--- src/hdl/ist_pkg.sv ---
// Shared types for the interpolation search table: item kinds, the queued
// item record and the search engine states. No dependencies.
package ist_pkg;

  typedef enum logic {
    OP_LOAD   = 1'b0,
    OP_SEARCH = 1'b1
  } op_t;

  typedef struct packed {
    op_t         op;
    logic [3:0]  idx;
    logic [15:0] key;
    logic [6:0]  grade;
  } item_t;

  typedef enum logic [2:0] {
    S_IDLE,
    S_RD_LO,
    S_RD_HI,
    S_CHECK,
    S_MUL,
    S_DIV,
    S_POS,
    S_CMP
  } state_t;

endpackage

--- src/hdl/ist_front.sv ---
// Front end: accepts items, drops loads beyond the table, holds the entry
// count register and queues items for the search engine. Uses ist_pkg.
module ist_front #(
  parameter int TABLE_DEPTH = 16,
  parameter int IDX_W       = 4
) (
  input  logic              clk,
  input  logic              rst_n,
  input  logic              start,
  output logic              busy,
  input  logic              in_opcode,
  input  logic [3:0]        in_entry_index,
  input  logic [15:0]       in_record_key,
  input  logic [6:0]        in_record_grade,
  input  logic              cfg_valid,
  output logic              cfg_ready,
  input  logic [4:0]        cfg_entries_in_use,
  output logic              q_valid,
  output ist_pkg::item_t    q_item,
  input  logic              q_pop,
  output logic [IDX_W-1:0]  hi_init
);
  import ist_pkg::*;

  logic [4:0] n_r;
  item_t      slot_r [2];
  logic       rd_ptr_r, wr_ptr_r;
  logic [1:0] cnt_r;
  logic       accept, push, load_ok;
  item_t      in_item;
  int         n_eff;

  assign cfg_ready = 1'b1;
  assign busy      = (cnt_r == 2'd2);
  assign accept    = start && !busy;
  assign load_ok   = (32'(in_entry_index) < TABLE_DEPTH);
  // Loads outside the table leave no trace, so they are not queued.
  assign push      = accept && (in_opcode == 1'b1 || load_ok);
  assign q_valid   = (cnt_r != 2'd0);
  assign q_item    = slot_r[rd_ptr_r];

  always_comb begin
    in_item.op    = in_opcode ? OP_SEARCH : OP_LOAD;
    in_item.idx   = in_entry_index;
    in_item.key   = in_record_key;
    in_item.grade = in_record_grade;
  end

  always_comb begin
    n_eff = int'(n_r);
    if (n_eff == 0) begin
      n_eff = 1;
    end else if (n_eff > TABLE_DEPTH) begin
      n_eff = TABLE_DEPTH;
    end
    hi_init = IDX_W'(n_eff - 1);
  end

  always_ff @(posedge clk) begin
    if (!rst_n) begin
      n_r      <= 5'd16;
      rd_ptr_r <= 1'b0;
      wr_ptr_r <= 1'b0;
      cnt_r    <= 2'd0;
    end else begin
      if (cfg_valid && cfg_ready) begin
        n_r <= cfg_entries_in_use;
      end
      if (push) begin
        wr_ptr_r <= ~wr_ptr_r;
      end
      if (q_pop && q_valid) begin
        rd_ptr_r <= ~rd_ptr_r;
      end
      cnt_r <= cnt_r + 2'(push) - 2'(q_pop && q_valid);
    end
  end

  always_ff @(posedge clk) begin
    if (push) begin
      slot_r[wr_ptr_r] <= in_item;
    end
  end

endmodule

--- src/hdl/ist_back.sv ---
// Search engine: owns the key and grade memories, performs loads and runs
// interpolation search with a multiplier and a bit-serial divider. Uses ist_pkg.
module ist_back #(
  parameter int TABLE_DEPTH = 16,
  parameter int IDX_W       = 4
) (
  input  logic             clk,
  input  logic             rst_n,
  input  logic             q_valid,
  input  ist_pkg::item_t   q_item,
  output logic             q_pop,
  input  logic [IDX_W-1:0] hi_init,
  output logic             out_valid,
  output logic             out_found,
  output logic [3:0]       out_position,
  output logic [6:0]       out_grade_out
);
  import ist_pkg::*;

  localparam int PW = 16 + IDX_W;
  localparam int CW = $clog2(PW + 1);

  logic [15:0]      key_mem   [TABLE_DEPTH];
  logic [6:0]       grade_mem [TABLE_DEPTH];
  logic [15:0]      rd_key_r;
  logic [6:0]       rd_grade_r;
  logic [IDX_W-1:0] addr;
  logic             we;

  state_t           state_r, state_nxt;
  logic [IDX_W:0]   lo_r, lo_nxt;
  logic [IDX_W-1:0] hi_r, hi_nxt, pos_r, pos_nxt, rng_r, rng_nxt;
  logic [15:0]      key_r, key_nxt, klo_r, klo_nxt, diff_r, diff_nxt;
  logic [15:0]      span_r, span_nxt, rem_r, rem_nxt;
  logic [6:0]       glo_r, glo_nxt;
  logic [PW-1:0]    dvd_r, dvd_nxt;
  logic [CW-1:0]    cnt_r, cnt_nxt;
  logic             ov_r, ov_nxt, of_r, of_nxt;
  logic [3:0]       op_r, op_nxt;
  logic [6:0]       og_r, og_nxt;
  logic [16:0]      rem_sh;
  logic [PW:0]      pos_sum;
  logic [IDX_W:0]   next_lo;

  assign out_valid     = ov_r;
  assign out_found     = of_r;
  assign out_position  = op_r;
  assign out_grade_out = og_r;

  always_ff @(posedge clk) begin
    if (we) begin
      key_mem[IDX_W'(q_item.idx)]   <= q_item.key;
      grade_mem[IDX_W'(q_item.idx)] <= q_item.grade;
    end
    rd_key_r   <= key_mem[addr];
    rd_grade_r <= grade_mem[addr];
  end

  assign rem_sh  = {rem_r, dvd_r[PW-1]};
  assign pos_sum = (PW+1)'(lo_r) + {1'b0, dvd_r};
  assign next_lo = {1'b0, pos_r} + 1'b1;

  always_comb begin
    state_nxt = state_r;
    lo_nxt = lo_r; hi_nxt = hi_r; pos_nxt = pos_r; rng_nxt = rng_r;
    key_nxt = key_r; klo_nxt = klo_r; diff_nxt = diff_r; span_nxt = span_r;
    rem_nxt = rem_r; glo_nxt = glo_r; dvd_nxt = dvd_r; cnt_nxt = cnt_r;
    ov_nxt = 1'b0; of_nxt = of_r; op_nxt = op_r; og_nxt = og_r;
    q_pop = 1'b0;
    we    = 1'b0;
    addr  = pos_r;
    unique case (state_r)
      S_IDLE: begin
        if (q_valid) begin
          q_pop = 1'b1;
          if (q_item.op == OP_LOAD) begin
            we = 1'b1;
          end else begin
            key_nxt   = q_item.key;
            lo_nxt    = '0;
            hi_nxt    = hi_init;
            state_nxt = S_RD_LO;
          end
        end
      end
      S_RD_LO: begin
        addr      = lo_r[IDX_W-1:0];
        state_nxt = S_RD_HI;
      end
      S_RD_HI: begin
        addr      = hi_r;
        klo_nxt   = rd_key_r;
        glo_nxt   = rd_grade_r;
        state_nxt = S_CHECK;
      end
      S_CHECK: begin
        diff_nxt = key_r - klo_r;
        span_nxt = rd_key_r - klo_r;
        rng_nxt  = hi_r - lo_r[IDX_W-1:0];
        if (key_r < klo_r || key_r > rd_key_r) begin
          ov_nxt = 1'b1; of_nxt = 1'b0; op_nxt = '0; og_nxt = '0;
          state_nxt = S_IDLE;
        end else if (lo_r[IDX_W-1:0] == hi_r) begin
          ov_nxt = 1'b1;
          of_nxt = (klo_r == key_r);
          op_nxt = (klo_r == key_r) ? 4'(lo_r) : 4'd0;
          og_nxt = (klo_r == key_r) ? glo_r : 7'd0;
          state_nxt = S_IDLE;
        end else if (rd_key_r == klo_r) begin
          ov_nxt = 1'b1; of_nxt = 1'b1; op_nxt = 4'(lo_r); og_nxt = glo_r;
          state_nxt = S_IDLE;
        end else begin
          state_nxt = S_MUL;
        end
      end
      S_MUL: begin
        dvd_nxt   = PW'(diff_r * rng_r);
        rem_nxt   = '0;
        cnt_nxt   = CW'(PW);
        state_nxt = S_DIV;
      end
      S_DIV: begin
        if (rem_sh >= {1'b0, span_r}) begin
          rem_nxt = 16'(rem_sh - {1'b0, span_r});
          dvd_nxt = {dvd_r[PW-2:0], 1'b1};
        end else begin
          rem_nxt = rem_sh[15:0];
          dvd_nxt = {dvd_r[PW-2:0], 1'b0};
        end
        cnt_nxt = cnt_r - 1'b1;
        if (cnt_r == CW'(1)) begin
          state_nxt = S_POS;
        end
      end
      S_POS: begin
        pos_nxt   = (pos_sum > (PW+1)'(hi_r)) ? hi_r : pos_sum[IDX_W-1:0];
        addr      = pos_nxt;
        state_nxt = S_CMP;
      end
      S_CMP: begin
        if (rd_key_r == key_r) begin
          ov_nxt = 1'b1; of_nxt = 1'b1; op_nxt = 4'(pos_r); og_nxt = rd_grade_r;
          state_nxt = S_IDLE;
        end else if (rd_key_r < key_r) begin
          lo_nxt = next_lo;
          if (next_lo > {1'b0, hi_r}) begin
            ov_nxt = 1'b1; of_nxt = 1'b0; op_nxt = '0; og_nxt = '0;
            state_nxt = S_IDLE;
          end else begin
            state_nxt = S_RD_LO;
          end
        end else begin
          hi_nxt = pos_r - 1'b1;
          if (pos_r == '0 || {1'b0, pos_r - 1'b1} < lo_r) begin
            ov_nxt = 1'b1; of_nxt = 1'b0; op_nxt = '0; og_nxt = '0;
            state_nxt = S_IDLE;
          end else begin
            state_nxt = S_RD_LO;
          end
        end
      end
      default: state_nxt = S_IDLE;
    endcase
  end

  always_ff @(posedge clk) begin
    if (!rst_n) begin
      state_r <= S_IDLE;
      ov_r    <= 1'b0;
    end else begin
      state_r <= state_nxt;
      ov_r    <= ov_nxt;
    end
  end

  always_ff @(posedge clk) begin
    lo_r <= lo_nxt; hi_r <= hi_nxt; pos_r <= pos_nxt; rng_r <= rng_nxt;
    key_r <= key_nxt; klo_r <= klo_nxt; diff_r <= diff_nxt; span_r <= span_nxt;
    rem_r <= rem_nxt; glo_r <= glo_nxt; dvd_r <= dvd_nxt; cnt_r <= cnt_nxt;
    of_r <= of_nxt; op_r <= op_nxt; og_r <= og_nxt;
  end

endmodule

--- src/hdl/interpolation_search_table.sv ---
// Top level of the interpolation search table: front end and search engine.
// Depends on ist_pkg, ist_front and ist_back.
//
// The block keeps a table of TABLE_DEPTH records (16-bit key, 7-bit grade)
// and searches it by interpolation; the user must load the records in
// ascending key order, which the block itself does not enforce. An item is
// taken when start is high and busy is low. A load item (opcode 0) writes one
// entry and produces no result; a search item (opcode 1) produces exactly one
// result, shown for one cycle with out_valid high. The receiver cannot stall,
// so the result must be captured in that cycle. Items pass through a two-deep
// queue, so up to two items are taken while the engine works. A search pops
// the item, reads and checks the bounds, then for each probe multiplies and
// runs the one-bit-per-cycle divider over the 16 + log2(TABLE_DEPTH) bit
// product, and rereads and rechecks the narrowed bounds before each further
// probe; the result appears in the cycle after the final check. A typical
// search of a 16-entry table with evenly spread keys takes one or two probes.
// Every table read goes through a single registered memory read port. Entries
// must be loaded before a search reaches them. Write entries_in_use only while
// the block is idle.
module interpolation_search_table #(
  parameter int TABLE_DEPTH = 16
) (
  input  logic        clk,
  input  logic        rst_n,
  input  logic        start,
  output logic        busy,
  input  logic        in_opcode,
  input  logic [3:0]  in_entry_index,
  input  logic [15:0] in_record_key,
  input  logic [6:0]  in_record_grade,
  input  logic        cfg_valid,
  output logic        cfg_ready,
  input  logic [4:0]  cfg_entries_in_use,
  output logic        out_valid,
  output logic        out_found,
  output logic [3:0]  out_position,
  output logic [6:0]  out_grade_out
);
  import ist_pkg::*;

  localparam int IDX_W = $clog2(TABLE_DEPTH);

  logic             q_valid, q_pop;
  item_t            q_item;
  logic [IDX_W-1:0] hi_init;

  // The front end holds the entry count and queues items in arrival order.
  ist_front #(.TABLE_DEPTH(TABLE_DEPTH), .IDX_W(IDX_W)) u_front (
    .clk, .rst_n, .start, .busy,
    .in_opcode, .in_entry_index, .in_record_key, .in_record_grade,
    .cfg_valid, .cfg_ready, .cfg_entries_in_use,
    .q_valid, .q_item, .q_pop, .hi_init
  );

  // The engine performs loads and searches one at a time.
  ist_back #(.TABLE_DEPTH(TABLE_DEPTH), .IDX_W(IDX_W)) u_back (
    .clk, .rst_n, .q_valid, .q_item, .q_pop, .hi_init,
    .out_valid, .out_found, .out_position, .out_grade_out
  );

endmodule
--- config.mk ---
export PLATFORM = sky130hd
export DESIGN_NAME = interpolation_search_table
export DESIGN_NICKNAME = d
export VERILOG_FILES = /design/src/hdl/ist_pkg.sv /design/src/hdl/ist_front.sv /design/src/hdl/ist_back.sv /design/src/hdl/interpolation_search_table.sv
export SDC_FILE = /design/constraint.sdc
export NUM_CORES = 1
export LEC_CHECK = 0
export BUFFER_PORTS_ARGS = -buffer_cell sky130_fd_sc_hd__buf_2
export CORE_MARGIN = 5
export CORE_UTILIZATION = 50
export DETAILED_ROUTE_END_ITERATION = 8
export PLACE_DENSITY = 0.77
export SYNTH_ARGS = -nofsm -noshare
export SYNTH_HDL_FRONTEND = slang
export SYNTH_SLANG_ARGS = --single-unit
--- constraint.sdc ---
create_clock -name clk -period 10 [get_ports clk]
set_clock_uncertainty 0.05 [all_clocks]
set_input_delay 1 -clock clk [delete_from_list [all_inputs] [get_ports clk]]
set_output_delay 1 -clock clk [all_outputs]
set_load 0.01 [all_outputs]
## After elaboration in Yosys (flattened, before gate mapping)

Memory sizes are Yosys's and may differ from the RTL's. A register that Yosys moved wholly into a read port is not among the register bits.
Index checks and enable logic that the tools add are counted.

- Equality and inequality tests: 22
- Bitwise operators: 2
- Multipliers: 1
- Add/sub/neg operators: 11
- Reduce and logical (&&, ||, !) cells: 17
- Magnitude comparators: 8
- Multiplexer cells: 76

Operator list:

| cell | count |
|---|---|
| $mux W4 | 15 |
| $mux W7 | 8 |
| $eq A16 B16 Y1 | 3 |
| $sub A16 B16 Y16 | 3 |
| $pmux W20 S2 | 1 |
| $lt A16 B16 Y1 | 2 |
| $pmux W16 S2 | 1 |
| $mux W1 | 29 |
| $mux W3 | 8 |
| $pmux W3 S8 | 1 |
| $add A5 B20 Y21 | 1 |
| $gt A21 B4 Y1 | 1 |
| $mul A16 B4 Y20 | 1 |
| $mux W5 | 4 |
| $pmux W5 S2 | 2 |
| $ge A17 B16 Y1 | 1 |
| $gt A16 B16 Y1 | 1 |
| $mux W16 | 1 |
| $pmux W4 S2 | 2 |
| $pmux W7 S2 | 1 |
| $eq A3 B3 Y1 const B | 4 |
| $pmux W4 S3 | 1 |
| $reduce_and A5 Y1 | 2 |
| $ne A4 B1 Y1 const B | 2 |
| other kinds (29) | 42 |

- RAM bits: 424
- Word-level logic and storage cells: 161
- Bits in registers: 154
- Memories: 3

Memory list:

| name | depth | width | rd ports | clocked after Yosys merged registers in | write ports | line | source |
|---|---|---|---|---|---|---|---|
| u_back.key_mem | 16 | 16 | 1 | 1 | 1 | ist_back.sv:23 | `logic [15:0] key_mem [TABLE_DEPTH];` |
| u_back.grade_mem | 16 | 7 | 1 | 1 | 1 | ist_back.sv:24 | `logic [6:0] grade_mem [TABLE_DEPTH];` |
| u_front.slot_r | 2 | 28 | 1 | 1 | 1 | ist_front.sv:26 | `item_t slot_r [2];` |

## Logic depth before layout (Yosys ltp)

- Depth in word-level cells: 7
- Gate-level depth with buffers: 17
- Mapped depth without buffers: 16

## Hierarchy

Synthesis repeated with hierarchy kept, for this count alone.

- Cell total of the unflattened synthesis: 2344
- Area, all modules: 29213.0 sq um

Modules (own cells, without submodules):

| module | times used | cells an instance | area each (sq um) |
|---|---|---|---|
| ist_back | 1 | 2203 | 26604.3 |
| ist_front | 1 | 141 | 2608.8 |

## Least setup slack after synthesis

No wires, ideal clock.

- Kind: register to register
- Start: register u_back.rng_r[1]
- End: register u_back.dvd_r[18], data pin
- Clock period less this slack: 4.469 ns
- Arrival: 4.150 ns
- Path slack: 5.531 ns
- Cell stages (with the launch flop): 17
- Setup time: 0.269 ns
- Cell sequence: edfxtp_1 clkbuf_1 nand2_1 fa_1 fa_1 inv_1 fa_1 a21o_1 a21oi_1 o21bai_1 a211oi_1 o31ai_1 o41ai_1 o2111ai_1 a21oi_1 xor2_1 o21ai_0

- Cells in the longest elaborated chain, start to end: 2

RTL lines:

| what | line | source |
|---|---|---|
| start, declared | ist_back.sv:32 | `logic [IDX_W-1:0] hi_r, hi_nxt, pos_r, pos_nxt, rng_r, rng_nxt;` |
| start signal, assigned | ist_back.sv:177 | `lo_r <= lo_nxt; hi_r <= hi_nxt; pos_r <= pos_nxt; rng_r <= rng_nxt;` |
| $mul A16 B4 Y20 | ist_back.sv:117 | `dvd_nxt = PW'(diff_r * rng_r);` |
| $pmux W20 S2 | ist_back.sv:72 | `unique case (state_r)` |
| via u_back.dvd_nxt[18] | ist_back.sv:36 | `logic [PW-1:0] dvd_r, dvd_nxt;` |
| end signal, assigned | ist_back.sv:179 | `rem_r <= rem_nxt; glo_r <= glo_nxt; dvd_r <= dvd_nxt; cnt_r <= cnt_nxt;` |
| end, declared | ist_back.sv:36 |  |

The timed path passes the listed nets, and every way through them passes these cells.
A chain may end at the register's enable or synchronous reset.

## Worst setup path in the final report

- Start: register u_back.lo_r[1]
- End: register u_back.rd_grade_r[4], read port of u_back.grade_mem

- Cells in the longest elaborated chain, start to end: 4

RTL lines:

| what | line | source |
|---|---|---|
| start, declared | ist_back.sv:31 | `logic [IDX_W:0] lo_r, lo_nxt;` |
| start signal, assigned | ist_back.sv:177 |  |
| $add A5 B20 Y21 | ist_back.sv:60 | `assign pos_sum = (PW+1)'(lo_r) + {1'b0, dvd_r};` |
| $gt A21 B4 Y1 | ist_back.sv:136 | `pos_nxt = (pos_sum > (PW+1)'(hi_r)) ? hi_r : pos_sum[IDX_W-1:0];` |
| $mux W4 | ist_back.sv:136 |  |
| $pmux W4 S3 (*) | ist_back.sv:72 |  |
| end, declared | ist_back.sv:26 | `logic [6:0] rd_grade_r;` |

Every way passes the cells marked *; elsewhere a longest branch is shown, timed or not.

==> results list <==
- Data on the critical path is required at its endpoint by 10500 ps.
* Setup Fix Bufs, Post-CTS: 0
* Endpoint of the lowest-slack register-to-register path: u_back.rd_grade_r[4]
- The worst hold path begins at u_back.rd_key_r[0].
- The worst setup path is of the register to register kind.
* Switching part of the total: 35.7%
- During placement, the flow inserted port buffers numbering 50.
* Reg2reg setup slack: 3900 ps
* Number of buffer and inverter stages on the critical path: 2
- Fraction of the core area covered by cells at the end of the flow: 55.7%
- Global routing consumed, on the met3 layer, 3.55% of the routing resources.
- Antenna violations before repair: 0
- Final setup slack of the worst path: 3900 ps
- Dividing the synthesized area by the synthesized cell count gives 12.5 um2.
- At the pin with the least slew margin, the transition time is 1190 ps.
- Half-perimeter wire length after placement: 41.9 mm
- Across the run, the number of max-cap violations was 0.
* Vertical die dimension: 251 um
* Post-synthesis sequential area ratio: 60.8%
- 52 I/O pins were placed.
* Total global routing track utilization: 20.9%
- Summed over all layers, the routed wires come to 67.1 mm.
- At the later pin of the worst-skew pair, clock insertion delay measures 630 ps.
* Share of total power in the clock network: 25.3%
* Post-DR vias/cell: 6.04
- Cell at the root of the clock tree: sky130_fd_sc_hd__clkbuf_16
- For this design the ratio of total power to cell area is 272 nW/um2.
- The first routing iteration left 1765 violations.
* Max IR drop VDD: 215 uV
* Clock transition time at the flip-flop clock pins of the worst setup and hold paths: 70 ps
* Total via count in the routed design: 19100
- Setup total negative slack on the finished layout was measured at 0 ps.
* Layout cells sized above 1: 10.4%
- After layout, the minimum clock period comes to 6100 ps.
* Arrival time worst endpoint: 6600 ps
* Finish-stage setup viols: 0
- 0 antenna diodes ended up in the layout.
- The worst register-to-register path begins at u_back.lo_r[1].
- Unrepaired setup endpoints after global routing: no
- Horiz. Die Dim: 251 um
- Yosys mapped a number of flops with a built-in enable equal to 565.
- Largest driver fanout on the critical path: 70
- At the end of routability-driven placement, the weighted congestion stood at 0.919.
- F_max: 164 MHz
* Hold path endpoint: u_back.klo_r[0]
- Met1 track demand over resource: 27.9%
- Maximum buffer depth of the clock tree: 3
- Post-Synthesis Cells: 2320
- Placed Instance Area: 30200 um2
* Global-route wire length before repair: 106 mm
- The worst path uses 61.0% of the clock period.
- The count of cells in the finished layout, fillers not included, comes to 3160.
* Fin. Hold Viols: 0
- The H-tree was split into 2 levels.
- Worst slack, placed: 3990 ps
- The total area inside the core boundary comes to 57700 um2.
- The tightest min-delay check is of the register to register type.
* Synth Net Count: 2507
- Pin count of the biggest net entering global routing: 83
* Met2 track demand over resource in global routing: 34.8%
- Combinational cell fraction of total power: 36.1%
- Counting tap cells, the placed design contains a total of 3052 instances.
- The first TritonRoute pass finished after 6 iterations.
- Leakage power figure: 11.8 nW
- The via count of the first global-routing pass was 19300.
- Global routing finished with a remaining overflow of 0.
* Register bit count reported by yosys: 602
* Number of placement rows: 88
* Cell depth of the worst hold path: 0
* GRT Max-Usage Layer: met2
- Share of async-settable or async-resettable flops after synthesis: 0%
- Number of nets in the final layout: 2533
- Layout-stage area growth over the synthesis result: 10.4%
- TritonCTS buffer count: 57
* Starting density of the core: 50.4%
* Mapped Area: 29100 um2
* Post-detailed-route count of antenna-violating nets: 0
* Peak per-stage delay on the critical path: 950 ps
- The netlist uses 82 different library cells.
* Clock Sinks: 602
- After detailed routing, the number of remaining DRC violations is 0.
- In this run, post-CTS repair resized a total of 0 instances.
* Outcome: completed
* Clock tree from TritonCTS: done
* Count of pins over their slew limit: 0
* Sort of element at the start of the critical path: register
- The worst register-to-register path has a depth of 16.
- Cell area after layout: 32100 um2
* Internal power: 5.63 mW
* Type of element capturing the critical path: register
- Cell family contributing the most delay on the critical path: simple AND/OR/NAND/NOR gates
- Switching power: 3.13 mW
* Post-CTS Hold Buffers: 0
- The die covers 63100 um2.
* Ys flop type: sky130_fd_sc_hd__edfxtp_1
* Seq pwr share: 38.6%
- The Yosys step of the flow raised 0 warnings.
- Average routed wire per standard cell: 21.2 um
- Relative slew margins: 20.6%
* Standard cell with the maximum stage delay on the critical path: sky130_fd_sc_hd__nand3_4
- Cell Chain, Critical Path: ha_1, a21oi_1, o21bai_1, xor2_1, ha_1, a21oi_1, o21a_1, o221ai_1, or4_4, o21ai_4, buf_4, nand3_4, buf_4, mux2i_1, a221o_1, o211ai_1
[worst max-delay path by stage]
stage | slack, ps | startpoint | endpoint | cells after the start
3_3_place_gp | 4070 | u_back.lo_r[1] | u_back.rd_key_r[6] | 16
4_1_cts | 3940 | u_back.lo_r[1] | u_back.rd_key_r[7] | 16
2_1_floorplan | 5530 | u_back.rng_r[1] | u_back.dvd_r[18] | 16
5_1_grt | 3580 | u_back.lo_r[1] | u_back.rd_key_r[7] | 16
3_5_place_dp | 3990 | u_back.lo_r[1] | u_back.rd_key_r[4] | 16
6_report | 3900 | u_back.lo_r[1] | u_back.rd_grade_r[4] | 16
[power groups by stage]
stage                     Combinational [mW]  Sequential [mW]  Clock, mW
after floorplan                         2.34             3.34          0
after global placement                  3.00             3.42          0
after detailed placement                3.11             3.43          0
after CTS                               3.14             3.38       2.25
after global routing                    3.49             3.40       2.36
final                                   3.16             3.38       2.22
[registers in the layout, indices dropped and copies added (netlist names), 4 cells and up, named ones only]
signal and cells:
u_back.out_grade_out 7, u_front.slot_r 56, u_back.rng_r 4, u_back.rd_grade_r 7, u_back.dvd_r 20, u_front.n_r 5, u_back.lo_r 5, u_back.cnt_r 5
u_back.key_r 16, u_back.rd_key_r 16, u_back.diff_r 16, u_back.hi_r 4, u_back.key_mem 256, u_back.rem_r 16, u_back.pos_r 4, u_back.glo_r 7
u_back.out_position 4, u_back.klo_r 16, u_back.grade_mem 112, u_back.span_r 16
[synthesized netlist by cell type, types with 6 or more instances]
cell | instances | share of area (%)
sky130_fd_sc_hd__a21o_1 | 11 | 0.28
sky130_fd_sc_hd__fa_1 | 33 | 2.3
sky130_fd_sc_hd__buf_4 | 10 | 0.26
sky130_fd_sc_hd__a221o_1 | 24 | 0.83
sky130_fd_sc_hd__a22o_1 | 34 | 1.0
sky130_fd_sc_hd__a32oi_1 | 24 | 0.72
sky130_fd_sc_hd__nor3_1 | 34 | 0.58
sky130_fd_sc_hd__inv_1 | 220 | 2.8
sky130_fd_sc_hd__o21bai_1 | 7 | 0.18
sky130_fd_sc_hd__or3_1 | 14 | 0.30
sky130_fd_sc_hd__o21a_1 | 14 | 0.36
sky130_fd_sc_hd__edfxtp_1 | 565 | 58
sky130_fd_sc_hd__o31ai_1 | 54 | 1.4
sky130_fd_sc_hd__o21ai_0 | 56 | 0.96
sky130_fd_sc_hd__nor2_1 | 126 | 1.6
sky130_fd_sc_hd__nand2_1 | 173 | 2.2
sky130_fd_sc_hd__xor2_1 | 18 | 0.54
sky130_fd_sc_hd__a21boi_0 | 13 | 0.34
sky130_fd_sc_hd__xnor2_1 | 36 | 1.1
sky130_fd_sc_hd__ha_1 | 117 | 5.0
sky130_fd_sc_hd__nand4_1 | 88 | 1.9
sky130_fd_sc_hd__a21oi_1 | 100 | 1.7
sky130_fd_sc_hd__buf_2 | 22 | 0.38
sky130_fd_sc_hd__nor4_1 | 6 | 0.13
sky130_fd_sc_hd__and3_1 | 11 | 0.24
sky130_fd_sc_hd__and2_1 | 31 | 0.67
sky130_fd_sc_hd__mux2_2 | 23 | 0.89
sky130_fd_sc_hd__nand3_1 | 30 | 0.52
sky130_fd_sc_hd__dfxtp_1 | 37 | 2.5
sky130_fd_sc_hd__o211ai_1 | 97 | 2.5
sky130_fd_sc_hd__nor2b_1 | 19 | 0.41
sky130_fd_sc_hd__a311oi_1 | 23 | 0.69
sky130_fd_sc_hd__nand2b_1 | 8 | 0.17
sky130_fd_sc_hd__clkbuf_1 | 82 | 1.1
sky130_fd_sc_hd__a211oi_1 | 10 | 0.26
sky130_fd_sc_hd__mux2i_1 | 63 | 2.2
[through the flow]
stage	power (mW)	hold WS (ps)
after floorplan	5.69	358
after global placement	6.42	372
after detailed placement	6.54	372
after CTS	8.76	395
after global routing	9.25	415
final	8.75	391
[area by class of cell]
| type | count | area, um2 |
|---|---|---|
| tap | 765 | 957 |
| clock buffer | 76 | 1600 |
| fill | 4583 | 25600 |
| clock inverter | 32 | 350 |
| timing repair buffer | 88 | 536 |
| sequential | 602 | 17700 |
| inverter | 220 | 826 |
| multi-input combinational | 1377 | 10200 |
[layout by cell type (no fill, tap or decap), types with 11 or more instances in the layout]
cell type                     n
sky130_fd_sc_hd__a22o_1      34
sky130_fd_sc_hd__buf_4       38
sky130_fd_sc_hd__xor2_1      18
sky130_fd_sc_hd__clkbuf_16   58
sky130_fd_sc_hd__a32oi_1     24
sky130_fd_sc_hd__nor3_1      32
sky130_fd_sc_hd__nor2_2      16
sky130_fd_sc_hd__mux2_2      23
sky130_fd_sc_hd__nor2b_1     18
sky130_fd_sc_hd__edfxtp_1   565
sky130_fd_sc_hd__nand2_1    173
sky130_fd_sc_hd__nor2_1     108
sky130_fd_sc_hd__xnor2_1     36
sky130_fd_sc_hd__nand4_1     88
sky130_fd_sc_hd__inv_1      220
sky130_fd_sc_hd__or3_1       14
sky130_fd_sc_hd__fa_1        33
sky130_fd_sc_hd__a21o_1      11
sky130_fd_sc_hd__nand3_1     28
sky130_fd_sc_hd__a21boi_0    13
sky130_fd_sc_hd__a221o_1     24
sky130_fd_sc_hd__dfxtp_1     36
sky130_fd_sc_hd__o31ai_1     54
sky130_fd_sc_hd__ha_1       117
sky130_fd_sc_hd__o21ai_0     55
sky130_fd_sc_hd__and2_1      31
sky130_fd_sc_hd__mux2i_1     63
sky130_fd_sc_hd__a21oi_1    100
sky130_fd_sc_hd__o21a_1      12
sky130_fd_sc_hd__buf_2       50
sky130_fd_sc_hd__a311oi_1    23
sky130_fd_sc_hd__o211ai_1    97
[layer usage]
layer,wire length [um],vias up
met5,0,-
met4,2380,0
met3,5230,160
met2,32400,802
met1,27100,9330
li1,-,8800
[logic make-up after synthesis]
group           Yosys count  synth area share [%]
other cells               1                0.0129
mux                      86                  3.06
compound gates          520                  12.9
buf+inv                 341                  4.75
simple gates            566                  9.52
fa+ha+maj               150                  7.30
flops                   602                  60.8
xor+xnor                 54                  1.63
Power figures use the tool's default switching activity.
